File: src/rtl/i2w_pkg.sv
// ----------------------------------------------------------------------------
// i2w_pkg
// Shared types, token codes and helper functions for integer_to_word_tokens.
// ----------------------------------------------------------------------------
package i2w_pkg;

  localparam int VALUE_W  = 31;
  localparam int WORD_W   = 5;
  localparam int DIGITS   = 10;
  localparam int BCD_W    = 4 * DIGITS;
  localparam int GROUPS   = 4;
  localparam int GRP_TOKS = 5;

  typedef logic [WORD_W-1:0]  word_t;
  typedef logic [BCD_W-1:0]   bcd_t;
  typedef logic [VALUE_W-1:0] value_t;
  typedef logic [3:0]         digit_t;
  typedef logic [2:0]         gcnt_t;

  localparam word_t TOK_ZERO      = 5'd0;
  localparam word_t TOK_TENS_BASE = 5'd18;
  localparam word_t TOK_HUNDRED   = 5'd28;
  localparam word_t TOK_THOUSAND  = 5'd29;
  localparam word_t TOK_MILLION   = 5'd30;
  localparam word_t TOK_BILLION   = 5'd31;

  typedef struct packed {
    logic [GRP_TOKS-1:0][WORD_W-1:0] tok;
    gcnt_t                           cnt;
  } group_t;

  // Index 0 holds billions, index 3 the units group.
  typedef group_t [GROUPS-1:0] groups_t;

  // Spell one three-digit group, optionally followed by its scale word.
  function automatic group_t spell_group(digit_t h, digit_t t, digit_t u,
                                         word_t scale, logic scaled);
    group_t g;
    gcnt_t  n;
    g.tok = '0;
    n     = '0;
    if (h != 4'd0) begin
      g.tok[n] = {1'b0, h};
      n = n + 3'd1;
      g.tok[n] = TOK_HUNDRED;
      n = n + 3'd1;
    end
    if (t >= 4'd2) begin
      g.tok[n] = TOK_TENS_BASE + {1'b0, t};
      n = n + 3'd1;
      if (u != 4'd0) begin
        g.tok[n] = {1'b0, u};
        n = n + 3'd1;
      end
    end else if (t != 4'd0 || u != 4'd0) begin
      g.tok[n] = (t[0] ? 5'd10 : 5'd0) + {1'b0, u};
      n = n + 3'd1;
    end
    if (scaled && (h != 4'd0 || t != 4'd0 || u != 4'd0)) begin
      g.tok[n] = scale;
      n = n + 3'd1;
    end
    g.cnt = n;
    return g;
  endfunction

  // First set bit of nz at or above position start; returns start if none.
  function automatic logic [1:0] first_from(logic [GROUPS-1:0] nz, logic [1:0] start);
    logic [1:0] r;
    r = start;
    for (int i = GROUPS - 1; i >= 0; i--) begin
      if (nz[i] && (i >= int'(start))) begin
        r = 2'(i);
      end
    end
    return r;
  endfunction

endpackage

File: src/rtl/i2w_if.sv
// ----------------------------------------------------------------------------
// i2w channel interfaces
// Valid/ready channels for input values and output word tokens.
// ----------------------------------------------------------------------------
interface i2w_in_if;
  logic                              valid;
  logic                              ready;
  logic [i2w_pkg::VALUE_W-1:0]       value;
  modport source (output valid, output value, input ready);
  modport sink   (input valid, input value, output ready);
endinterface

interface i2w_out_if;
  logic                              valid;
  logic                              ready;
  logic [i2w_pkg::WORD_W-1:0]        word;
  logic                              last;
  modport source (output valid, output word, output last, input ready);
  modport sink   (input valid, input word, input last, output ready);
endinterface

File: src/rtl/i2w_dd_stage.sv
// ----------------------------------------------------------------------------
// i2w_dd_stage
// One register stage of the binary to BCD converter: STEPS shift-add-3 steps.
// ----------------------------------------------------------------------------
module i2w_dd_stage #(
  parameter int STEPS = 8
) (
  input  logic                  clk,
  input  logic                  rst,
  input  logic                  in_valid,
  output logic                  in_ready,
  input  i2w_pkg::bcd_t         in_bcd,
  input  i2w_pkg::value_t       in_bin,
  output logic                  out_valid,
  input  logic                  out_ready,
  output i2w_pkg::bcd_t         out_bcd,
  output i2w_pkg::value_t       out_bin
);

  i2w_pkg::bcd_t   bcd_next;
  i2w_pkg::value_t bin_next;

  always_comb begin
    bcd_next = in_bcd;
    bin_next = in_bin;
    for (int s = 0; s < STEPS; s++) begin
      for (int d = 0; d < i2w_pkg::DIGITS; d++) begin
        if (bcd_next[d*4 +: 4] >= 4'd5) begin
          bcd_next[d*4 +: 4] = bcd_next[d*4 +: 4] + 4'd3;
        end
      end
      bcd_next = {bcd_next[i2w_pkg::BCD_W-2:0], bin_next[i2w_pkg::VALUE_W-1]};
      bin_next = {bin_next[i2w_pkg::VALUE_W-2:0], 1'b0};
    end
  end

  assign in_ready = !out_valid || out_ready;

  always_ff @(posedge clk) begin
    if (rst) begin
      out_valid <= 1'b0;
    end else if (in_ready) begin
      out_valid <= in_valid;
    end
  end

  always_ff @(posedge clk) begin
    if (in_ready && in_valid) begin
      out_bcd <= bcd_next;
      out_bin <= bin_next;
    end
  end

endmodule

File: src/rtl/i2w_tokenize.sv
// ----------------------------------------------------------------------------
// i2w_tokenize
// Register stage that spells the four digit groups into per-group token lists.
// ----------------------------------------------------------------------------
module i2w_tokenize (
  input  logic                  clk,
  input  logic                  rst,
  input  logic                  in_valid,
  output logic                  in_ready,
  input  i2w_pkg::bcd_t         in_bcd,
  output logic                  out_valid,
  input  logic                  out_ready,
  output i2w_pkg::groups_t      out_groups
);

  i2w_pkg::groups_t groups_next;

  always_comb begin
    groups_next[0] = i2w_pkg::spell_group(4'd0, 4'd0, in_bcd[39:36],
                                          i2w_pkg::TOK_BILLION, 1'b1);
    groups_next[1] = i2w_pkg::spell_group(in_bcd[35:32], in_bcd[31:28], in_bcd[27:24],
                                          i2w_pkg::TOK_MILLION, 1'b1);
    groups_next[2] = i2w_pkg::spell_group(in_bcd[23:20], in_bcd[19:16], in_bcd[15:12],
                                          i2w_pkg::TOK_THOUSAND, 1'b1);
    groups_next[3] = i2w_pkg::spell_group(in_bcd[11:8], in_bcd[7:4], in_bcd[3:0],
                                          i2w_pkg::TOK_ZERO, 1'b0);
    // Zero spells as a single word in the units group.
    if (in_bcd == '0) begin
      groups_next[3].tok    = '0;
      groups_next[3].tok[0] = i2w_pkg::TOK_ZERO;
      groups_next[3].cnt    = 3'd1;
    end
  end

  assign in_ready = !out_valid || out_ready;

  always_ff @(posedge clk) begin
    if (rst) begin
      out_valid <= 1'b0;
    end else if (in_ready) begin
      out_valid <= in_valid;
    end
  end

  always_ff @(posedge clk) begin
    if (in_ready && in_valid) begin
      out_groups <= groups_next;
    end
  end

endmodule

File: src/rtl/i2w_serial.sv
// ----------------------------------------------------------------------------
// i2w_serial
// Holds one spelled value and walks its groups, one word token per cycle while token.ready is high.
// ----------------------------------------------------------------------------
module i2w_serial (
  input  logic              clk,
  input  logic              rst,
  input  logic              in_valid,
  output logic              in_ready,
  input  i2w_pkg::groups_t  in_groups,
  i2w_out_if.source         token
);

  logic                              busy;
  i2w_pkg::groups_t                  groups;
  logic [1:0]                        g;
  i2w_pkg::gcnt_t                    p;
  logic [i2w_pkg::GROUPS-1:0]        nz;
  logic [i2w_pkg::GROUPS-1:0]        in_nz;
  logic                              later;
  logic                              at_end;
  logic                              is_last;
  logic                              take;
  i2w_pkg::group_t                   cur;

  always_comb begin
    cur   = groups[g];
    later = 1'b0;
    for (int i = 0; i < i2w_pkg::GROUPS; i++) begin
      nz[i]    = groups[i].cnt != 3'd0;
      in_nz[i] = in_groups[i].cnt != 3'd0;
      if (nz[i] && (i > int'(g))) begin
        later = 1'b1;
      end
    end
  end

  assign at_end      = (p == cur.cnt - 3'd1);
  assign is_last     = at_end && !later;
  assign take        = busy && token.ready;
  assign token.valid = busy;
  assign token.word  = cur.tok[p];
  assign token.last  = is_last;
  // Accept a new item when idle, or while the final token of this one leaves.
  assign in_ready    = !busy || (token.ready && is_last);

  always_ff @(posedge clk) begin
    if (rst) begin
      busy <= 1'b0;
    end else if (in_valid && in_ready) begin
      busy <= 1'b1;
    end else if (take && is_last) begin
      busy <= 1'b0;
    end
  end

  always_ff @(posedge clk) begin
    if (in_valid && in_ready) begin
      groups <= in_groups;
      g      <= i2w_pkg::first_from(in_nz, 2'd0);
      p      <= '0;
    end else if (take && !is_last) begin
      if (at_end) begin
        g <= i2w_pkg::first_from(nz, g + 2'd1);
        p <= '0;
      end else begin
        p <= p + 3'd1;
      end
    end
  end

  a_pos_in_group: assert property (@(posedge clk) disable iff (rst)
    busy |-> (p < cur.cnt))
    else $error("token position past end of group");

  a_group_nonempty: assert property (@(posedge clk) disable iff (rst)
    busy |-> nz[g])
    else $error("walking an empty group");

  a_stay_busy: assert property (@(posedge clk) disable iff (rst)
    (take && !is_last) |=> busy)
    else $error("item dropped before its last token");

endmodule

File: src/rtl/integer_to_word_tokens.sv
// ----------------------------------------------------------------------------
// integer_to_word_tokens
// Spells a 31-bit unsigned integer as a run of English word tokens.
// ----------------------------------------------------------------------------
// Usage:
//   request carries one value per item (valid/ready). token carries one
//   word code per item with a last flag on the final word of each value.
//   Codes: 0-19 Zero..Nineteen, 20-27 Twenty..Ninety, 28 Hundred,
//   29 Thousand, 30 Million, 31 Billion.
// Structure: four register stages convert binary to ten BCD digits
//   (eight shift-add-3 steps each, seven in the last), one stage spells the
//   four three-digit groups, and a serializer walks the groups.
// Path: a value passes the four conversion stages, the spelling stage and
//   the serializer's group register before its first token is offered.
// Throughput: one token per cycle while token.ready is high; a value has
//   1 to 16 words and holds the serializer until its last token is taken.
//   The next value loads as the last token is taken.
// Reset: rst (synchronous) clears all stage valid bits and the serializer.
// Stall: when token.ready is low the current token holds, the pipeline
//   fills behind it and request.ready drops; nothing is lost or repeated.
// ----------------------------------------------------------------------------
module integer_to_word_tokens (
  input  logic       clk,
  input  logic       rst,
  i2w_in_if.sink     request,
  i2w_out_if.source  token
);

  localparam int STAGES = 4;

  logic              v   [STAGES+1];
  logic              r   [STAGES+1];
  i2w_pkg::bcd_t     bcd [STAGES+1];
  i2w_pkg::value_t   bin [STAGES+1];

  logic              tk_valid;
  logic              tk_ready;
  i2w_pkg::groups_t  tk_groups;

  // Stage zero feeds from the input channel with an empty BCD accumulator.
  assign v[0]          = request.valid;
  assign request.ready = r[0];
  assign bcd[0]        = '0;
  assign bin[0]        = request.value;

  for (genvar i = 0; i < STAGES; i++) begin : g_dd
    localparam int STEPS = (i == STAGES - 1) ? 7 : 8;
    i2w_dd_stage #(.STEPS(STEPS)) u_stage (
      .clk       (clk),
      .rst       (rst),
      .in_valid  (v[i]),
      .in_ready  (r[i]),
      .in_bcd    (bcd[i]),
      .in_bin    (bin[i]),
      .out_valid (v[i+1]),
      .out_ready (r[i+1]),
      .out_bcd   (bcd[i+1]),
      .out_bin   (bin[i+1])
    );
  end

  i2w_tokenize u_tokenize (
    .clk        (clk),
    .rst        (rst),
    .in_valid   (v[STAGES]),
    .in_ready   (r[STAGES]),
    .in_bcd     (bcd[STAGES]),
    .out_valid  (tk_valid),
    .out_ready  (tk_ready),
    .out_groups (tk_groups)
  );

  i2w_serial u_serial (
    .clk       (clk),
    .rst       (rst),
    .in_valid  (tk_valid),
    .in_ready  (tk_ready),
    .in_groups (tk_groups),
    .token     (token)
  );

endmodule

File: src/flat_wrapper.sv
// flat-port wrapper written by rule: the top's interface ports become plain ports
module integer_to_word_tokens_flat 
  (clk, rst, request_valid, request_value, request_ready, token_valid, token_word, token_last, token_ready);
  i2w_in_if request_i ();
  i2w_out_if token_i ();
  input  logic clk;
  input  logic rst;
  input wire logic [$bits(request_i.valid)-1:0] request_valid;
  input wire logic [$bits(request_i.value)-1:0] request_value;
  output wire logic [$bits(request_i.ready)-1:0] request_ready;
  output wire logic [$bits(token_i.valid)-1:0] token_valid;
  output wire logic [$bits(token_i.word)-1:0] token_word;
  output wire logic [$bits(token_i.last)-1:0] token_last;
  input wire logic [$bits(token_i.ready)-1:0] token_ready;
  assign request_i.valid = request_valid;
  assign request_i.value = request_value;
  assign request_ready = request_i.ready;
  assign token_valid = token_i.valid;
  assign token_word = token_i.word;
  assign token_last = token_i.last;
  assign token_i.ready = token_ready;
  integer_to_word_tokens u_core (.clk(clk), .rst(rst), .request(request_i), .token(token_i));
endmodule
File: config.mk
export PLATFORM = sky130hd
export DESIGN_NAME = integer_to_word_tokens_flat
export DESIGN_NICKNAME = d
export VERILOG_FILES = /design/src/rtl/i2w_pkg.sv /design/src/rtl/i2w_if.sv /design/src/rtl/i2w_dd_stage.sv /design/src/rtl/i2w_tokenize.sv /design/src/rtl/i2w_serial.sv /design/src/rtl/integer_to_word_tokens.sv /design/src/flat_wrapper.sv
export SDC_FILE = /design/constraint.sdc
export NUM_CORES = 1
export LEC_CHECK = 0
export ABC_AREA = 1
export BUFFER_PORTS_ARGS = -buffer_cell sky130_fd_sc_hd__buf_4
export CAP_MARGIN = 10
export CORE_MARGIN = 5
export CORE_UTILIZATION = 40
export CTS_CLUSTER_SIZE = 28
export DETAILED_ROUTE_END_ITERATION = 7
export PLACE_DENSITY = 0.56
export SLEW_MARGIN = 5
export SYNTH_ARGS = -nofsm -noshare
export SYNTH_HDL_FRONTEND = slang
export SYNTH_SLANG_ARGS = --single-unit
File: constraint.sdc
create_clock -name clk -period 8.73 [get_ports clk]
set_input_delay 1.746 -clock clk [delete_from_list [all_inputs] [get_ports clk]]
set_output_delay 1.746 -clock clk [all_outputs]
set_load 0.1 [all_outputs]
[Word level (Yosys, flattened, before mapping)]
Cells that the tools add are included.
Word-level totals
  input bits: 35
  word-level logic and storage cells: 1037
  output and inout port bits: 8
  flip-flop bits (word level): 428
Operators by class
  bitwise gates (word level): 7
  reduce and logical (&&, ||, !) cells: 70
  multiplexer cells: 338
  order comparisons: 284
  $add $sub $neg: 273
  equal/unequal tests: 1
Operators by type and width (number)
  >= comparator 4 x 3 -> 1 bit (second input constant): 245
  2-to-1 mux 4 bit: 229
  adder 4 x 2 -> 4 bit (second input constant): 225
  2-to-1 mux 25 bit: 11
  bitwise mux 25 bit: 9
  demux 5 bit (select 3 bit): 9
  2-to-1 mux 3 bit: 41
  adder 3 x 2 -> 3 bit (second input constant): 20
  binary-select mux 28 bit (select 2 bit): 1
  2-to-1 mux 5 bit: 11
  logical NOT 40 bit: 1
  bitwise OR 20 bit: 2
  nonzero test 4 bit: 10
  less-than comparator 3 x 4 -> 1 bit (second input constant): 9
  2-to-1 mux 10 bit: 3
  2-to-1 mux 2 bit: 15
  2-to-1 mux 28 bit: 1
  adder 1 x 2 -> 3 bit (both inputs constant): 9
  adder 3 x 1 -> 3 bit (second input constant): 9
  >= comparator 1 x 3 -> 1 bit (both inputs constant): 9
  logical AND 1 bit: 26
  bitwise OR 4 x 25 -> 25 bit: 1
  >= comparator 3 x 1 -> 1 bit (second input constant): 8
  nonzero test 3 bit: 8
  other kinds (24): 61

[Longest topological paths before layout]
Gate-level depths: netlist of run 1.
  word-level depth: 16
  depth in mapped cells: 45
  depth with buffers taken out: 45

[By module]
From an unflattened synthesis of run 1, not the netlist that was laid out.
Unflattened totals
  cells, all modules: 7107
  area, all modules: 47951.0 µm²
Modules (own cells, without submodules)
  i2w_dd_stage at u_core.g_dd[0].u_stage ...: cells an instance 1606, seq. area each 1911.8 µm², area an instance 9882.0 µm², instances 3
  i2w_dd_stage at u_core.g_dd[3].u_stage: cells an instance 1404, seq. area each 1941.9 µm², area an instance 8968.6 µm², instances 1
  i2w_serial: cells an instance 430, seq. area each 3503.4 µm², area an instance 5067.4 µm², instances 1
  i2w_tokenize: cells an instance 454, seq. area each 2302.2 µm², area an instance 4265.3 µm², instances 1
  integer_to_word_tokens: cells an instance 1, seq. area each 0.0 µm², area an instance 3.8 µm², instances 1

[Worst setup path before layout of run 1]
Ideal clock, no wire load.
  path kind: flip-flop to flip-flop
  start point: reg u_core.u_serial.g[0]
  end point: reg u_core.u_serial.g[0], enable pin
  data required time: 8.412 ns
  arrival time: 6.588 ns
  path slack: 1.824 ns
  cell stages (with the launch flop): 18
  library setup time: 0.318 ns
  clock period less this slack: 6.906 ns
  path through: edfxtp_1 > inv_1 > buf_1 > o21ai_0 > a221oi_1 > ha_1 > xnor2_1 > xor2_1 > nand4_1 > inv_1 > nand2_1 > inv_1 > nand2_1 > nand2_1 > inv_1 > nor2_1 > a21oi_1 > inv_1
On the way
  longest elaborated chain between the ends: 12
Ends and longest elaborated chain
  from (decl): line i2w_serial.sv:16  | logic [1:0] g;
  from (signal assigned): line i2w_serial.sv:60  | g <= i2w_pkg::first_from(in_nz, 2'd0);
  from (signal assigned): line i2w_serial.sv:64  | g <= i2w_pkg::first_from(nz, g + 2'd1);
  branches (longest 6 deep; another with subtractor 3 x 1 -> 3 bit)
  logical AND 1 bit *: line i2w_serial.sv:39  | assign is_last = at_end && !later;
  named net token_last: line flat_wrapper.sv:13  | output wire logic [$bits(token_i.last)-1:0] token_last;
  logical AND 1 bit: line i2w_serial.sv:45  | assign in_ready = !busy || (token.ready && is_last);
  logical OR 1 bit: line i2w_serial.sv:45
  logical AND 1 bit: line i2w_serial.sv:58  | if (in_valid && in_ready) begin
  nonzero test 2 bit (no source line)
  AND reduction 2 bit (no source line) *
Mark *: on every way through the listed nets, which the timed path passes. The select of a mux whose other input is x is not followed.
A chain may end at the register's enable or synchronous reset.

[Worst setup path in the final report of run 1]
  start point: reg u_core.g_dd[2].u_stage.out_bcd[28]
  end point: reg u_core.g_dd[3].u_stage.out_bcd[33] (data pin)
On the way
  longest elaborated chain between the ends: 14
Ends and longest elaborated chain
  from (decl): line i2w_dd_stage.sv:16  | output i2w_pkg::bcd_t out_bcd,
  from (signal assigned): line i2w_dd_stage.sv:49  | out_bcd <= bcd_next;
  adder 4 x 2 -> 4 bit / >= comparator 4 x 3 -> 1 bit (equally long branches): line i2w_dd_stage.sv:29, i2w_dd_stage.sv:28
  2-to-1 mux 4 bit *: line i2w_dd_stage.sv:28  | if (bcd_next[d*4 +: 4] >= 4'd5) begin
  adder 4 x 2 -> 4 bit / >= comparator 4 x 3 -> 1 bit (equally long branches): line i2w_dd_stage.sv:29, i2w_dd_stage.sv:28
  2-to-1 mux 4 bit: line i2w_dd_stage.sv:28
  adder 4 x 2 -> 4 bit / >= comparator 4 x 3 -> 1 bit (equally long branches): line i2w_dd_stage.sv:29, i2w_dd_stage.sv:28
  2-to-1 mux 4 bit: line i2w_dd_stage.sv:28
  >= comparator 4 x 3 -> 1 bit / adder 4 x 2 -> 4 bit (equally long branches): line i2w_dd_stage.sv:28, i2w_dd_stage.sv:29
  2-to-1 mux 4 bit: line i2w_dd_stage.sv:28
  adder 4 x 2 -> 4 bit / >= comparator 4 x 3 -> 1 bit (equally long branches): line i2w_dd_stage.sv:29, i2w_dd_stage.sv:28
  2-to-1 mux 4 bit: line i2w_dd_stage.sv:28
  adder 4 x 2 -> 4 bit / >= comparator 4 x 3 -> 1 bit (equally long branches): line i2w_dd_stage.sv:29, i2w_dd_stage.sv:28
  2-to-1 mux 4 bit: line i2w_dd_stage.sv:28
  adder 4 x 2 -> 4 bit / >= comparator 4 x 3 -> 1 bit (equally long branches): line i2w_dd_stage.sv:29, i2w_dd_stage.sv:28
  2-to-1 mux 4 bit *: line i2w_dd_stage.sv:28
  named net u_core.g_dd[3].u_stage.bcd_next[33]: line i2w_dd_stage.sv:20  | i2w_pkg::bcd_t bcd_next;
  to (signal assigned): line i2w_dd_stage.sv:49
  to (decl): line i2w_dd_stage.sv:16
Mark *: on every way through the listed nets, which the timed path passes. The rest lies on a longest branch.

==> results.cfg, run 1 <==
[run_status]
outcome = finished, final reports clean

[floorplanning]
row_count = 94
start_util_pct = 40.5
core-area_um2 = 66000
die_w_um = 269
die_area_um2 = 72100
die_height_um = 269
io_pins = 43

[worst_hold_path]
hold_path_class = register to register
min_path_cells = 0

[critical_path]
worstPathRequired_ns = 9.04
worst_setup_path_end_kind = register
path_depth = 35
cp.arrival_ns = 7.16
critical_path.top_delay_family = compound AO/OA/AOI/OAI gates
cp_num_buf_inv = 8
start_kind = register
slowest_delay_ns = 0.44
cp_slowest_cell = edfxtp_1
critPathKind = register to register
critPathMaxFanout = 5
r2r_cells = 35

[placement]
gp_congestion = 0.825
io_buffers = 42
place_hpwl_um = 39100

[clock_network]
cts.sinks = 310
hold_buffers = 0
insertion_delay_ns = 0.56
ctsResizeCount = 0
cts_setup_buffers = 0
htreeDepth = 2
cts_made_buffers = 38
cts_tree = done
cts_root_buf = clkbuf_16
clkTransAtPathRegs_ns = 0.06
clockBufferDepth = 3

[synth]
ys_top_cells_by_area = edfxtp_1 34%, nand2_1 12%, ha_1 10%, inv_1 9.4%, nand3_1 3.9%
synth_top_area_share_pct = 33.8
synthMostInstantiatedCell = nand2_1
ys_seq_elements = 310
syn_avg_cell_area_um2 = 7.52
syn-cell-area_um2 = 26700
synth_nets = 3814
synth_compound_area_share_pct = 11.1
yosys.area_share.simple_pct = 29.2
synthAdderAreaFrac_pct = 10.5
ys_seq_area_share_pct = 34.5
synth.area.mux_share_pct = 0.112
synth_xor_xnor_area_share_pct = 4.43
yosysWarnings = 0
syn_inst = 3555
synthFlopType = edfxtp_1
synthArstFlopShare_pct = 0
yosys.area.top_type = edfxtp_1
yosys.cell_types.count = 59
synthTopCellsByCount = 862 x nand2_1, 673 x inv_1, 301 x edfxtp_1, 230 x nor2_1, 224 x ha_1
synth_edf_count = 301
synth_top_family_by_area = simple AND/OR/NAND/NOR gates

[sta]
worst_pin_slew_ns = 0.974
fin_skew_ns = 0.0332
max_freq_mhz = 146
drv_slew = 0
finalSetupViolations = 0
period_share_pct = 78.5
relSlewSlack_pct = 35.1
fin_tns_setup_ns = 0
rsz0062_at_grt = no
period_minus_slack_ns = 6.85
hold_viol = 0

[routing]
wl_um = 49100
drc = 0
vias_per_cell = 4.70
firstDrtPassIters = 5
drt_iter0_drc = 819
ant_nets = 0
wl_per_cell_um = 10.9
vias = 21200

[layout]
nNetsFinal = 3887
area_delta_synth_final_pct = 9.87
nFillCells = 6539
drive_gt1_share_pct = 11.8
n_antenna_cell = 0

[global_route]
grt_max_degree = 77
grt_pass1_wl_um = 86000
grt_pass1_vias = 20100
overflow = 0
grt_antenna_before_repair = 0
grt_use_total_pct = 13.7

[flow_run]
drv_cap = 0
[worst paths after layout]
check / startpoint / endpoint / slack (ns)
setup / recovery: u_core.g_dd[2].u_stage.out_bcd[28] / u_core.g_dd[3].u_stage.out_bcd[33] / 1.88
hold / removal: u_core.u_tokenize.out_groups[90] / u_core.u_serial.groups[90] / 0.40
setup reg to reg: u_core.g_dd[2].u_stage.out_bcd[28] / u_core.g_dd[3].u_stage.out_bcd[33] / 1.88
hold reg to reg: u_core.u_tokenize.out_groups[90] / u_core.u_serial.groups[90] / 0.40
[logic make-up (layout without fill, tap and decap cells)]
group,Yosys count,after routing
adders and majority gates,224,224
other,1,1
and+or+nand+nor,1661,1661
DFF,310,310
muxes,3,3
buffers and inverters,731,833
xor gates and xnor gates,128,128
AOI/OAI and AO/OA,497,497
[stage by stage]
stage	hold WS, ns	setup slack (ns)	instances	utilization (%)	area, um^2
final	0.402	1.88	4521	44.5	29400
after CTS	0.392	1.83	4521	44.5	29400
after global placement	0.401	1.94	4452	42.7	28200
after floorplan	0.400	1.82	3555	-	26700
after global routing	0.412	0.958	4521	44.5	29400
after detailed placement	0.405	1.83	4452	42.7	28200
[sequential cells by signal, indices dropped and copies added, names as in the netlist]
signal and count:
u_core.g_dd.u_stage.out_bcd 102, u_core.g_dd.u_stage.out_bin 45, u_core.g_dd.u_stage.out_valid 4, u_core.u_serial.g 2, u_core.u_serial.groups 76, u_core.u_serial.p 3, u_core.u_serial.token.valid 1, u_core.u_tokenize.out_groups 76
u_core.u_tokenize.out_valid 1
[worst register-to-register path, delay by kind of cell, from the launching register on]
kind	cells	cell delay, ns
buffers and inverters	8	0.53
XOR/XNOR	6	1.53
flip-flops	1	0.44
AND/OR/NAND/NOR	5	0.56
adder cells (fa/ha/maj)	8	1.70
AO/OA/AOI/OAI	8	1.86
[placed cells by master (no fill, tap or decap), types with 35 or more instances in the layout]
master     netlist  routed
nand2_1        862     862
inv_1          673     672
edfxtp_1       301     301
nor2_1         230     227
ha_1           224     224
nand3_1        210     210
o21ai_0        152     152
nand2_2        128     128
a21oi_1        104     104
xor2_1         100     100
o21ai_1         83      83
nand4_1         71      71
nand3_2         59      59
buf_4            0      52
o21ai_2         50      50
clkbuf_16        0      38
inv_2           34      35
[cell type report]
| type | count | area, um^2 | share of cell area (%) |
|---|---|---|---|
| clock buffers | 49 | 992 | 3.38 |
| well taps | 864 | 1080 | 3.68 |
| multi-input cells | 2514 | 14800 | 50.4 |
| repair buffers | 52 | 390 | 1.33 |
| clock inverters | 20 | 216 | 0.737 |
| flip-flops and latches | 310 | 9220 | 31.4 |
| inverters | 712 | 2670 | 9.10 |
[per-layer routing]
metal  GRT usage [%]  wire length [um]
met1            15.9             21800
met2            26.2             24600
met3            2.02              1370
met4            4.06              1320
met5               0                 0
Power of run 1 is left out: the tool's default activity adds up to more than one toggle a clock period on the data nets, which glitch-free logic cannot reach.
==> inputs of run 2 (changes only) <==
Settings changed: PLACE_DENSITY 0.56 to 0.58.
Clock period 8.73 ns to 6.3 ns, I/O delays scaled along.
==> results.cfg, run 2 (synthesis results as in run 1) <==
[routing]
firstDrtPassIters = 5
ant_nets = 0
vias_per_cell = 4.73
drc = 0
wl_um = 50700
vias = 21600
wl_per_cell_um = 11.1
drt_iter0_drc = 817

[clock_network]
insertion_delay_ns = 0.56
cts.sinks = 310
cts_made_buffers = 37
htreeDepth = 2
cts_tree = done
hold_buffers = 0
clockBufferDepth = 3
cts_root_buf = clkbuf_16
clkTransAtPathRegs_ns = 0.06

[global_route]
busiest_layer = met2
grt_antenna_before_repair = 0
overflow = 0
grt_pass1_vias = 20000
grtUsageMet1_pct = 16.2
grtUsageMet3_pct = 1.75
grt_max_degree = 77
grt_pass1_wl_um = 86200
met2_usage_pct = 26.2
grt_use_total_pct = 13.9

[layout]
nNetsFinal = 3944
multi_input_area_um2 = 15600
drive_gt1_share_pct = 17.9
final_area_um2 = 30600
fin_util_pct = 46.4
area_delta_synth_final_pct = 14.6
n_antenna_cell = 0
nFillCells = 6548
register_area_um2 = 9220
final_cell_mix = 823 x nand2_1, 652 x inv_1, 301 x edfxtp_1
reg.largest.list = u_core.g_dd.u_stage.out_bcd (102), u_core.u_serial.groups (76), u_core.u_tokenize.out_groups (76)
final_common_cell = nand2_1
regMostFlops = u_core.g_dd.u_stage.out_bcd
largest_reg_flops = 102

[floorplanning]
io_pins = 43
core-area_um2 = 66000
start_util_pct = 40.5
die_area_um2 = 72100
die_height_um = 269
die_w_um = 269
row_count = 94

[critical_path]
slowest_delay_ns = 0.42
critPathMaxFanout = 4
cpMostUsedCell = nand2_2
cp_slowest_cell = edfxtp_1
start_kind = register
critical_path.top_delay_family = adder cells
worstPathRequired_ns = 6.60
worst_setup_path_end_kind = register
cp.arrival_ns = 6.25
critPathKind = register to register
startpoint = u_core.g_dd[2].u_stage.out_bcd[0]
rr_startpoint = u_core.g_dd[2].u_stage.out_bcd[0]
cp_num_buf_inv = 6

[placement]
place_hpwl_um = 39500
io_buffers = 42
dpl_cell_area_um2 = 28300
gp_congestion = 0.827

[sta]
period_share_pct = 94.4
period_minus_slack_ns = 5.95
relSlewSlack_pct = 34.4
hold_viol = 0
whs_ns = 0.408
worst_pin_slew_ns = 0.984
max_freq_mhz = 168
drv_slew = 0
fin_skew_ns = 0.0178
finalSetupViolations = 0

[worst_hold_path]
hold_path_class = register to register
min-delay-start = u_core.g_dd[0].u_stage.out_bin[13]

[flow_run]
drv_cap = 0

[run_status]
outcome = finished, final reports clean
-- run 2: timing repair --
item	CTS	global route
buffers inserted	2	36
pin swaps	2	76
resized for setup	12	195
endpoints found under the setup margin	17	43
-- run 2: layout make-up --
class,count,share of cell area (%)
clock buffers,43,3.16
well taps,864,3.53
clock inverters,22,0.878
multi-input cells,2514,50.9
flip-flops and latches,310,30.1
repair buffers,110,2.74
inverters,712,8.72
-- run 2: per-stage QoR --
step	TNS, ns	instances	setup WS [ns]
finish	0	4575	0.350
global placement	-0.0536	4472	-0.0342
floorplan	0	3555	0.0457
detailed placement	-0.656	4472	-0.111
global route	-1.93	4575	-0.145
CTS	0	4539	0.000202
-- run 2: worst paths after layout --
check | to | slack [ns] | depth (start not counted)
setup / recovery | u_core.g_dd[3].u_stage.out_bcd[9] | 0.35 | 36
hold / removal | u_core.g_dd[1].u_stage.out_bin[21] | 0.41 | 0
setup reg to reg | u_core.g_dd[3].u_stage.out_bcd[9] | 0.35 | 36
hold reg to reg | u_core.g_dd[1].u_stage.out_bin[21] | 0.41 | 0
-- run 2: per-layer routing --
metal	wire (um)	part of all wire, %
met1	22100	44
met5	0	0
met2	25900	51
met3	1260	2.5
met4	1480	2.9
Power of run 2 is left out for the same reason.
==> inputs of run 3 (changes only) <==
Settings changed: ABC_AREA 1 to not set, PLACE_DENSITY 0.58 to 0.62.
==> results.cfg, run 3 <==
[sta]
hold_viol = 0
period_minus_slack_ns = 6.19
max_freq_mhz = 161
finalSetupViolations = 0
worst_pin_slew_ns = 0.904
relSlewSlack_pct = 39.7
rsz0062_at_grt = yes
whs_ns = 0.397
fin_skew_ns = 0.0344
drv_slew = 0
period_share_pct = 98.3

[synth]
syn-cell-area_um2 = 28200
syn_inst = 3169
synthArstFlopShare_pct = 0
synthFlopType = edfxtp_1
yosysWarnings = 0
yosys.area.top_type = edfxtp_1
ys_seq_area_share_pct = 32.7
synth_edf_count = 301
synthTopCellsByCount = 301 x edfxtp_1, 285 x nor2_1, 235 x inv_1, 228 x a21oi_1, 228 x nand2_1
syn_avg_cell_area_um2 = 8.90
synthMostInstantiatedCell = edfxtp_1
synth_nets = 3428
synth_top_area_share_pct = 32.1
ys_top_cells_by_area = edfxtp_1 32%, ha_1 9.9%, mux2i_1 5.7%, a21oi_1 4.0%, nor2_1 3.8%
ys_seq_elements = 310
yosys.cell_types.count = 116

[routing]
drt-met1-wl_um = 28500
vias = 24100
wl_met2_um = 28300
vias_per_cell = 5.34
ant_nets = 0
routed-wl-met3_um = 1880
firstDrtPassIters = 5
routed.top_layer = met4
wl_per_cell_um = 13.2
wl_um = 59700
drt_iter0_drc = 1275
drc = 0

[floorplanning]
io_pins = 43
die_height_um = 275
core-area_um2 = 69900
die_area_um2 = 75900
start_util_pct = 40.3
row_count = 97
die_w_um = 275

[clock_network]
cts_root_buf = clkbuf_16
insertion_delay_ns = 0.59
clkTransAtPathRegs_ns = 0.06
htreeDepth = 2
clockBufferDepth = 3
cts_tree = done
cts_made_buffers = 39
hold_buffers = 0
cts.sinks = 310

[layout]
drive_gt1_share_pct = 27.9
final_common_cell = buf_4
n_antenna_cell = 0
largest_reg_flops = 102
multi_input_area_um2 = 19600
reg.largest.list = u_core.g_dd.u_stage.out_bcd (102), u_core.u_serial.groups (76), u_core.u_tokenize.out_groups (76)
nNetsFinal = 3798
area_delta_synth_final_pct = 25.6
fin_util_pct = 50.7
nFillCells = 6528
final_cell_mix = 415 x buf_4, 301 x edfxtp_1, 271 x nor2_1
register_area_um2 = 9220
regMostFlops = u_core.g_dd.u_stage.out_bcd

[critical_path]
cp_num_buf_inv = 7
worst_setup_path_end_kind = register
worstPathRequired_ns = 6.64
critical_path.top_delay_family = compound AO/OA/AOI/OAI gates
critPathMaxFanout = 5
cp_slowest_cell = edfxtp_1
critPathKind = register to register
start_kind = register
slowest_delay_ns = 0.44
cp.arrival_ns = 6.54

[global_route]
grt_pass1_wl_um = 97000
grt_max_degree = 74
overflow = 0
grt_pass1_vias = 21500
grt_antenna_before_repair = 0
grt_use_total_pct = 14.6

[placement]
io_buffers = 42
place_hpwl_um = 43000
gp_congestion = 0.826

[worst_hold_path]
hold_path_class = register to register

[run_status]
outcome = finished, final reports clean

[flow_run]
drv_cap = 0
[run 3: changes by cell type after synthesis, moves of 56 or more]
cell      previous run  this run
nand3_2             59         0
nand4_1             71        15
nor2b_1              0        70
xnor2_1             21       103
a21oi_1            104       228
nand2_1            862       228
mux2i_1              3       161
inv_1              673       235
o21ai_0            152       211
xor2_1             100        31
nand2b_1             0        78
o21ai_1             83        24
nand2_2            128         1
nand3_1            210        71
[run 3: per-layer routing]
layer,vias up,GRT usage (%)
met5,-,0
met4,0,3.33
met3,61,2.06
met2,293,24.4
met1,11300,20.2
li1,12500,-
[run 3: logic make-up after synthesis]
group,count (synthesis),share of synthesized area (%)
and+or+nand+nor,1002,17.4
AOI/OAI and AO/OA,929,21.9
buffers and inverters,332,4.53
DFF,310,32.7
adders and majority gates,230,10.2
muxes,225,8.72
xor gates and xnor gates,140,4.54
other,1,0.0133
[run 3: per-stage QoR]
stage | worst slack, ns | cell area, um^2 | instances | setup TNS [ns]
floorplan | -0.296 | 28400 | 3169 | -0.364
global placement | -0.176 | 31600 | 4337 | -1.43
detailed placement | -0.298 | 31600 | 4337 | -5.29
CTS | -0.0256 | 33200 | 4421 | -0.0561
global route | -0.252 | 35400 | 4510 | -3.63
finish | 0.106 | 35400 | 4510 | 0
[run 3: path summary, 6_finish.rpt]
| kind | slack [ns] | end | startpoint | cells past startpoint |
|---|---|---|---|---|
| setup / recovery | 0.11 | u_core.g_dd[2].u_stage.out_bcd[21] | u_core.g_dd[1].u_stage.out_bcd[12] | 35 |
| hold / removal | 0.40 | u_core.u_serial.groups[94] | u_core.u_tokenize.out_groups[94] | 0 |
| setup reg to reg | 0.11 | u_core.g_dd[2].u_stage.out_bcd[21] | u_core.g_dd[1].u_stage.out_bcd[12] | 35 |
| hold reg to reg | 0.40 | u_core.u_serial.groups[94] | u_core.u_tokenize.out_groups[94] | 0 |
[run 3: final cells by class]
type / count / area share [%]
clock buffer: 44 / 2.84
clock inverter: 28 / 1.15
inverter: 244 / 2.60
multi-input combinational: 2527 / 55.2
sequential: 310 / 26.0
tap: 940 / 3.32
timing repair buffer: 417 / 8.86
[run 3: repair_timing]
action                     CTS  global route
setup endpoints to repair   42            79
gates resized for setup     47           383
setup buffers               12            90
pin swaps                    4           140
hold endpoints to repair     0             0
Power of run 3 is left out for the same reason.
